[src/rtl/tdf_pkg.sv]
// shared types and constants for the timed delay fifo
package tdf_pkg;

    localparam int DEPTH     = 16;
    localparam int TIME_BITS = 32;
    localparam int TAG_BITS  = 16;
    localparam int CNT_BITS  = $clog2(DEPTH + 1);

    typedef enum logic [1:0] {
        CMD_INSERT  = 2'd0,
        CMD_ADVANCE = 2'd1,
        CMD_DRAIN   = 2'd2,
        CMD_POP     = 2'd3
    } cmd_t;

    typedef enum logic [1:0] {
        ST_OK    = 2'd0,
        ST_FULL  = 2'd1,
        ST_EMPTY = 2'd2
    } status_t;

    typedef enum logic [1:0] {
        CELL_HOLD,
        CELL_LOAD,
        CELL_SHIFT,
        CELL_ADVANCE
    } cell_op_t;

    typedef enum logic {
        S_IDLE,
        S_COLLECT
    } state_t;

    typedef struct packed {
        cell_op_t             op;
        logic [TIME_BITS-1:0] amount;
        logic [TAG_BITS-1:0]  tag;
    } cell_ctrl_t;

    typedef struct packed {
        cmd_t                 command;
        logic [TAG_BITS-1:0]  payload;
        logic [TIME_BITS-1:0] amount;
    } tdf_in_t;

    typedef struct packed {
        status_t              status;
        logic [TAG_BITS-1:0]  payload_out;
        logic [CNT_BITS-1:0]  removed_count;
        logic [CNT_BITS-1:0]  queue_length;
        logic [TIME_BITS-1:0] head_delay;
        logic                 is_empty;
    } tdf_out_t;

endpackage

[src/rtl/tdf_cell.sv]
// one queue slot: tag, countdown delay and valid flag, shifting towards the head
module tdf_cell
    import tdf_pkg::*;
(
    input  logic                 aclk,
    input  logic                 aresetn,
    input  cell_ctrl_t           ctrl,
    input  logic                 prev_valid,
    input  logic                 nb_valid,
    input  logic [TAG_BITS-1:0]  nb_tag,
    input  logic [TIME_BITS-1:0] nb_delay,
    output logic                 valid,
    output logic [TAG_BITS-1:0]  tag,
    output logic [TIME_BITS-1:0] delay
);

    logic                 valid_reg, valid_next;
    logic [TAG_BITS-1:0]  tag_reg, tag_next;
    logic [TIME_BITS-1:0] delay_reg, delay_next;

    always_comb begin
        valid_next = valid_reg;
        tag_next   = tag_reg;
        delay_next = delay_reg;
        case (ctrl.op)
            CELL_LOAD: begin
                if (!valid_reg && prev_valid) begin
                    valid_next = 1'b1;
                    tag_next   = ctrl.tag;
                    delay_next = ctrl.amount;
                end
            end
            CELL_SHIFT: begin
                valid_next = nb_valid;
                tag_next   = nb_tag;
                delay_next = nb_delay;
            end
            CELL_ADVANCE: begin
                if (delay_reg >= ctrl.amount) begin
                    delay_next = delay_reg - ctrl.amount;
                end else begin
                    delay_next = '0;
                end
            end
            default: begin
            end
        endcase
    end

    always_ff @(posedge aclk) begin
        if (!aresetn) begin
            valid_reg <= 1'b0;
        end else begin
            valid_reg <= valid_next;
        end
        tag_reg   <= tag_next;
        delay_reg <= delay_next;
    end

    assign valid = valid_reg;
    assign tag   = tag_reg;
    assign delay = delay_reg;

endmodule

[src/rtl/timed_delay_fifo_unit.sv]
// top level of the timed delay fifo: command sequencer and row of queue cells
//
// input beats on s_valid/s_ready/s_data carry a command (insert, advance,
// drain, pop), a tag and a tick amount; each beat yields exactly one result
// beat on m_valid/m_ready/m_data with status, popped tag, removed count,
// length, head delay and empty flag
// insert, advance and pop load the result register from the collect state that
// follows acceptance, once the register is free; drain first shifts the cell row
// once per expired head removed, then loads the result register the same way
// a new beat is taken only after the previous result is registered, so beats
// are worked one at a time
// all cells decrement in parallel on advance and shift together on pop/drain
// reset empties the queue and drops any pending result
// while the receiver stalls, the result register holds its beat; a following
// beat is still accepted and worked, then waits for the register to free
module timed_delay_fifo_unit
    import tdf_pkg::*;
(
    input  logic     aclk,
    input  logic     aresetn,
    input  logic     s_valid,
    output logic     s_ready,
    input  tdf_in_t  s_data,
    output logic     m_valid,
    input  logic     m_ready,
    output tdf_out_t m_data
);

    logic                 cell_valid [DEPTH];
    logic [TAG_BITS-1:0]  cell_tag   [DEPTH];
    logic [TIME_BITS-1:0] cell_delay [DEPTH];
    cell_ctrl_t           ctrl;

    state_t              state_reg, state_next;
    logic                drain_reg, drain_next;
    status_t             status_reg, status_next;
    logic [TAG_BITS-1:0] tagout_reg, tagout_next;
    logic [CNT_BITS-1:0] removed_reg, removed_next;
    logic [CNT_BITS-1:0] count_reg, count_next;
    logic                m_valid_reg, m_valid_next;
    tdf_out_t            m_data_reg, m_data_next;

    logic accept;
    logic expired;
    logic out_free;

    genvar gi;
    generate
        for (gi = 0; gi < DEPTH; gi++) begin : g_cell
            logic                 pv;
            logic                 nv;
            logic [TAG_BITS-1:0]  nt;
            logic [TIME_BITS-1:0] nd;
            if (gi == 0) begin : g_first
                assign pv = 1'b1;
            end else begin : g_rest
                assign pv = cell_valid[gi-1];
            end
            if (gi == DEPTH - 1) begin : g_last
                assign nv = 1'b0;
                assign nt = '0;
                assign nd = '0;
            end else begin : g_mid
                assign nv = cell_valid[gi+1];
                assign nt = cell_tag[gi+1];
                assign nd = cell_delay[gi+1];
            end
            tdf_cell u_cell (
                .aclk       (aclk),
                .aresetn    (aresetn),
                .ctrl       (ctrl),
                .prev_valid (pv),
                .nb_valid   (nv),
                .nb_tag     (nt),
                .nb_delay   (nd),
                .valid      (cell_valid[gi]),
                .tag        (cell_tag[gi]),
                .delay      (cell_delay[gi])
            );
        end
    endgenerate

    assign s_ready  = (state_reg == S_IDLE);
    assign accept   = s_valid && s_ready;
    assign expired  = cell_valid[0] && (cell_delay[0] == '0);
    assign out_free = !m_valid_reg || m_ready;

    always_comb begin
        state_next   = state_reg;
        drain_next   = drain_reg;
        status_next  = status_reg;
        tagout_next  = tagout_reg;
        removed_next = removed_reg;
        count_next   = count_reg;
        m_valid_next = m_valid_reg && !m_ready;
        m_data_next  = m_data_reg;
        ctrl.op      = CELL_HOLD;
        ctrl.amount  = s_data.amount;
        ctrl.tag     = s_data.payload;
        case (state_reg)
            S_IDLE: begin
                if (accept) begin
                    state_next   = S_COLLECT;
                    drain_next   = 1'b0;
                    status_next  = ST_OK;
                    tagout_next  = '0;
                    removed_next = '0;
                    case (s_data.command)
                        CMD_INSERT: begin
                            if (count_reg == CNT_BITS'(DEPTH)) begin
                                status_next = ST_FULL;
                            end else begin
                                ctrl.op    = CELL_LOAD;
                                count_next = count_reg + CNT_BITS'(1);
                            end
                        end
                        CMD_ADVANCE: begin
                            ctrl.op = CELL_ADVANCE;
                        end
                        CMD_DRAIN: begin
                            drain_next = 1'b1;
                        end
                        CMD_POP: begin
                            if (!cell_valid[0]) begin
                                status_next = ST_EMPTY;
                            end else begin
                                ctrl.op      = CELL_SHIFT;
                                tagout_next  = cell_tag[0];
                                removed_next = CNT_BITS'(1);
                                count_next   = count_reg - CNT_BITS'(1);
                            end
                        end
                        default: begin
                        end
                    endcase
                end
            end
            S_COLLECT: begin
                if (drain_reg && expired) begin
                    ctrl.op      = CELL_SHIFT;
                    removed_next = removed_reg + CNT_BITS'(1);
                    count_next   = count_reg - CNT_BITS'(1);
                end else if (out_free) begin
                    m_valid_next               = 1'b1;
                    m_data_next.status         = status_reg;
                    m_data_next.payload_out    = tagout_reg;
                    m_data_next.removed_count  = removed_reg;
                    m_data_next.queue_length   = count_reg;
                    m_data_next.head_delay     = cell_valid[0] ? cell_delay[0] : '1;
                    m_data_next.is_empty       = !cell_valid[0];
                    state_next                 = S_IDLE;
                end
            end
            default: begin
                state_next = S_IDLE;
            end
        endcase
    end

    always_ff @(posedge aclk) begin
        if (!aresetn) begin
            state_reg   <= S_IDLE;
            count_reg   <= '0;
            m_valid_reg <= 1'b0;
        end else begin
            state_reg   <= state_next;
            count_reg   <= count_next;
            m_valid_reg <= m_valid_next;
        end
        drain_reg   <= drain_next;
        status_reg  <= status_next;
        tagout_reg  <= tagout_next;
        removed_reg <= removed_next;
        m_data_reg  <= m_data_next;
    end

    assign m_valid = m_valid_reg;
    assign m_data  = m_data_reg;

endmodule
[config.mk]
export PLATFORM = sky130hd
export DESIGN_NAME = timed_delay_fifo_unit
export DESIGN_NICKNAME = d
export VERILOG_FILES = /design/src/rtl/tdf_pkg.sv /design/src/rtl/tdf_cell.sv /design/src/rtl/timed_delay_fifo_unit.sv
export SDC_FILE = /design/constraint.sdc
export NUM_CORES = 2
export LEC_CHECK = 0
export ABC_AREA = 1
export BUFFER_PORTS_ARGS = -buffer_cell sky130_fd_sc_hd__buf_2
export CAP_MARGIN = 20
export CELL_PAD_IN_SITES_DETAIL_PLACEMENT = 1
export CELL_PAD_IN_SITES_GLOBAL_PLACEMENT = 1
export CORE_ASPECT_RATIO = 1.1
export CORE_UTILIZATION = 40
export CTS_CLUSTER_DIAMETER = 60
export DETAILED_ROUTE_END_ITERATION = 10
export GPL_TIMING_DRIVEN = 0
export HOLD_SLACK_MARGIN = 0.05
export PLACE_DENSITY = 0.78
export SKIP_LAST_GASP = 1
export SLEW_MARGIN = 20
export SYNTH_ARGS = -nofsm -noshare
export SYNTH_HDL_FRONTEND = slang
export SYNTH_SLANG_ARGS = --single-unit
[constraint.sdc]
create_clock -name aclk -period 4.6 [get_ports aclk]
set_input_delay 0.46 -clock aclk [delete_from_list [all_inputs] [get_ports aclk]]
set_output_delay 0.46 -clock aclk [all_outputs]
set_load 0.02 [all_outputs]
==> metrics.txt <==
Max-Cap Viols 0; sequential share of power 32.1%; Sink Count 876; synth-to-layout area growth 12.8%; post-route total power 33.2 mW; post-synthesis instance total 11.0k; path category of the worst min-delay check input pin to flip-flop; cell type with the largest total area after synthesis sky130_fd_sc_hd__edfxtp_1; number of flip-flops in the largest register 512; min setup slack post-route -0.215 ns; final instance area 0.0858 mm²; largest fanout on the critical path 10; placeable core area 0.189 mm²; Post-synth EDFFs 853; Power Dens Cells 387 mW/mm²; synthesized area 0.0761 mm²; shortest clock period the worst path allows after layout 4.82 ns; r2r startpoint g_cell[0].u_cell.delay[1]$_DFFE_PP_; critical setup path kind flip-flop to flip-flop; maximum clock frequency 208 MHz; required time of the critical path 5.24 ns; power spent charging and discharging nets 13.9 mW; Die Area 0.192 mm²; Chip Width 418 µm; hold slack final 0.110 ns; GRT Residual Overflow 0; PortBufs 116; fraction of synthesized cell area taken by the top area cell type 33.7%; start point of the worst hold path s_valid; clock transition at the registers of the reported paths 0.07 ns; die height 459 µm; number of rows created at floorplan 167; hold violation count in the final report 0; crit start category flip-flop; half-perimeter wire length of the detailed placement result 299000 µm; violated checks setup timing; share of the clock period used by the worst path after layout 105%; run status finished, violations left; Seq/Total Area, Yosys 34.3%; Final Instance Count excl. Fillers 13.9k; critical path startpoint g_cell[0].u_cell.delay[1]$_DFFE_PP_; Mean Syn Cell Area 6.94 µm²; clock tree from TritonCTS built; worst slew pin tran 1.25 ns; switching power share of the total 41.8%; H-tree levels 3; detailed router's first-iteration violation count 6564; vias in the first global route 80.2k; number of remaining DRC errors 0; Post-Route Utilization 45.5%; initial cell density of the core 40.3%; fraction of power consumed by combinational cells 37.5%; most common library cells after synthesis sky130_fd_sc_hd__nand2_1, sky130_fd_sc_hd__inv_1, sky130_fd_sc_hd__nor2_1; clock share of power 30.3%; count of TritonRoute iterations in the first routing pass 6; number of nets at the end of the flow 11.9k; average vias per placed instance 5.66; total wire length after detailed routing 374000 µm; ratio of cells with drive above 1 in the final layout 9.45%; Rel. slew slack 16.9%; leak pwr 40.8 nW; Crit. End Element flip-flop; cell types with the largest area share after synthesis sky130_fd_sc_hd__edfxtp_1, sky130_fd_sc_hd__nand2_1, sky130_fd_sc_hd__ha_1, sky130_fd_sc_hd__inv_1, sky130_fd_sc_hd__a21oi_1; placed insts 13.7k; I/O pin count 117; endpoint arrival time on the critical path 5.45 ns; clock root buffer master sky130_fd_sc_hd__clkbuf_16; Finish-stage setup viols 16; dominant register cell in the synthesized netlist sky130_fd_sc_hd__edfxtp_1; post-synthesis sequential element count 876; area of placed instances 0.0813 mm²; clock latency reported for the late side of the worst-skew pair 0.85 ns; setup_tns -1.31 ns; total nets after synthesis 11.6k; Final Wtd Congestion 1.04; total via count in the routed design 78.8k; pre-CTS worst setup slack -0.793 ns; initial antenna violation count 27; count of final max-slew check failures 0; worst-case clock buffer depth 3; largest net degree at the start of global routing 62; total CTS buffers 120; Peak supply drop 0.000292 V; total track usage 38.1%; DR WL/cell 26.9 µm; internal power consumption 19.3 mW; global-route wire length before repair 532000 µm; RSZ-0062 raised after global routing yes; Setup Skew 0.0699 ns; number of distinct library cell variants in the gate-level netlist after synthesis 42; Async S/R FF share, synth 0%; residual antenna-violating net count after detailed routing 0; cell with the most instances after synthesis sky130_fd_sc_hd__nand2_1; yosys warns 0
## worst paths after layout
path / to / slack, ns / cells after the start
worst max register to register: g_cell[4].u_cell.delay[10]$_DFFE_PP_ / -0.22 / 16
worst max-delay path: g_cell[4].u_cell.delay[10]$_DFFE_PP_ / -0.22 / 16
worst min-delay path: state_reg$_SDFF_PN0_ / 0.11 / 5
worst min register to register: m_data[46]$_DFFE_PP_ / 0.42 / 0
## layout by cell type, fill, tap and decap left out, types with 15 or more instances in the layout
cell type / synthesis / layout
sky130_fd_sc_hd__a21oi_1: 920 / 907
sky130_fd_sc_hd__a21oi_2: 20 / 28
sky130_fd_sc_hd__a21oi_4: 10 / 15
sky130_fd_sc_hd__buf_12: 0 / 33
sky130_fd_sc_hd__buf_16: 0 / 24
sky130_fd_sc_hd__buf_2: 30 / 140
sky130_fd_sc_hd__buf_6: 35 / 38
sky130_fd_sc_hd__bufinv_16: 0 / 15
sky130_fd_sc_hd__clkbuf_1: 118 / 124
sky130_fd_sc_hd__clkbuf_16: 0 / 121
sky130_fd_sc_hd__clkbuf_2: 0 / 17
sky130_fd_sc_hd__dfxtp_1: 23 / 22
sky130_fd_sc_hd__diode_2: 0 / 23
sky130_fd_sc_hd__edfxtp_1: 853 / 853
sky130_fd_sc_hd__fa_1: 16 / 16
sky130_fd_sc_hd__ha_1: 523 / 523
sky130_fd_sc_hd__inv_1: 1582 / 1550
sky130_fd_sc_hd__inv_2: 32 / 42
sky130_fd_sc_hd__inv_4: 0 / 22
sky130_fd_sc_hd__inv_6: 0 / 17
sky130_fd_sc_hd__nand2_1: 3923 / 3907
sky130_fd_sc_hd__nand2_2: 83 / 88
sky130_fd_sc_hd__nand3_1: 433 / 433
sky130_fd_sc_hd__nand3_2: 24 / 24
sky130_fd_sc_hd__nand3b_1: 15 / 15
sky130_fd_sc_hd__nand4_1: 182 / 182
sky130_fd_sc_hd__nor2_1: 934 / 931
sky130_fd_sc_hd__nor2_2: 72 / 62
sky130_fd_sc_hd__nor2_4: 14 / 27
sky130_fd_sc_hd__nor3_1: 82 / 82
sky130_fd_sc_hd__o21ai_0: 252 / 249
sky130_fd_sc_hd__o21ai_1: 75 / 76
sky130_fd_sc_hd__o21ai_2: 249 / 250
sky130_fd_sc_hd__o21bai_1: 95 / 95
sky130_fd_sc_hd__o22ai_2: 15 / 15
sky130_fd_sc_hd__or2_2: 20 / 20
sky130_fd_sc_hd__xnor2_1: 245 / 245
sky130_fd_sc_hd__xor2_1: 38 / 38
## power groups by stage
stage	sequential [mW]	combinational, mW	clock [mW]
3_3_place_gp	10.8	11.4	0
2_1_floorplan	10.4	7.69	0
3_5_place_dp	10.8	12.0	0
4_1_cts	10.6	12.1	10.1
6_report	10.7	12.5	10.1
5_1_grt	10.7	13.3	10.3
## kinds of logic (layout without fill, tap and decap cells)
kind of cell,count (synthesis),in the layout,synth area share (%)
simple gates,5797,5797,31.1
other cells,0,23,0
flops,876,876,34.3
fa+ha+maj,539,539,9.02
buf+inv,1809,2212,9.36
compound gates,1661,1661,13.0
xor+xnor,283,283,3.26
## layer usage
metal | share of wire, % | vias up | wire [µm] | GRT usage (%)
met4 | 8.9 | 10 | 33200 | 30.5
li1 | - | 36135 | - | -
met5 | 0.018 | - | 66 | 0
met1 | 38 | 38235 | 142000 | 44.4
met3 | 8.3 | 1086 | 31000 | 8.09
met2 | 45 | 3368 | 168000 | 60.7
## area by class of cell
type,count,area [µm²]
Buffer,195,1120
Fill cell,24144,103000
Tap cell,2535,3170
Sequential cell,876,26100
Clock inverter,79,1010
Antenna cell,23,57.6
Clock buffer,146,3140
Inverter,1614,6110
Timing Repair Buffer,178,1940
Multi-Input combinational cell,8280,43200
## what timing repair did
item / 4_1_cts / 5_1_grt
hold buffers: 3 / 0
gates resized for setup: 42 / 16
endpoints found under the setup margin: 716 / 446
hold endpoints to repair: 5 / 0
buffers inserted: 0 / 0
## worst max-delay path, cell delays in order, from the launching register on
cell                       delay, ns
sky130_fd_sc_hd__edfxtp_1       0.47
sky130_fd_sc_hd__nor2_1         0.10
sky130_fd_sc_hd__nand4_1        0.10
sky130_fd_sc_hd__nor2_1         0.08
sky130_fd_sc_hd__nand3_1        0.15
sky130_fd_sc_hd__nand2_1        0.14
sky130_fd_sc_hd__o21ai_1        0.27
sky130_fd_sc_hd__inv_1          0.14
sky130_fd_sc_hd__ha_1           0.25
sky130_fd_sc_hd__buf_12         0.21
sky130_fd_sc_hd__nor2_4         0.21
sky130_fd_sc_hd__inv_2          0.11
sky130_fd_sc_hd__buf_2          0.19
sky130_fd_sc_hd__nor2_1         0.93
sky130_fd_sc_hd__buf_2          0.79
sky130_fd_sc_hd__a21oi_1        0.25
sky130_fd_sc_hd__o21ai_1        0.15
Power figures use the tool's default switching activity.
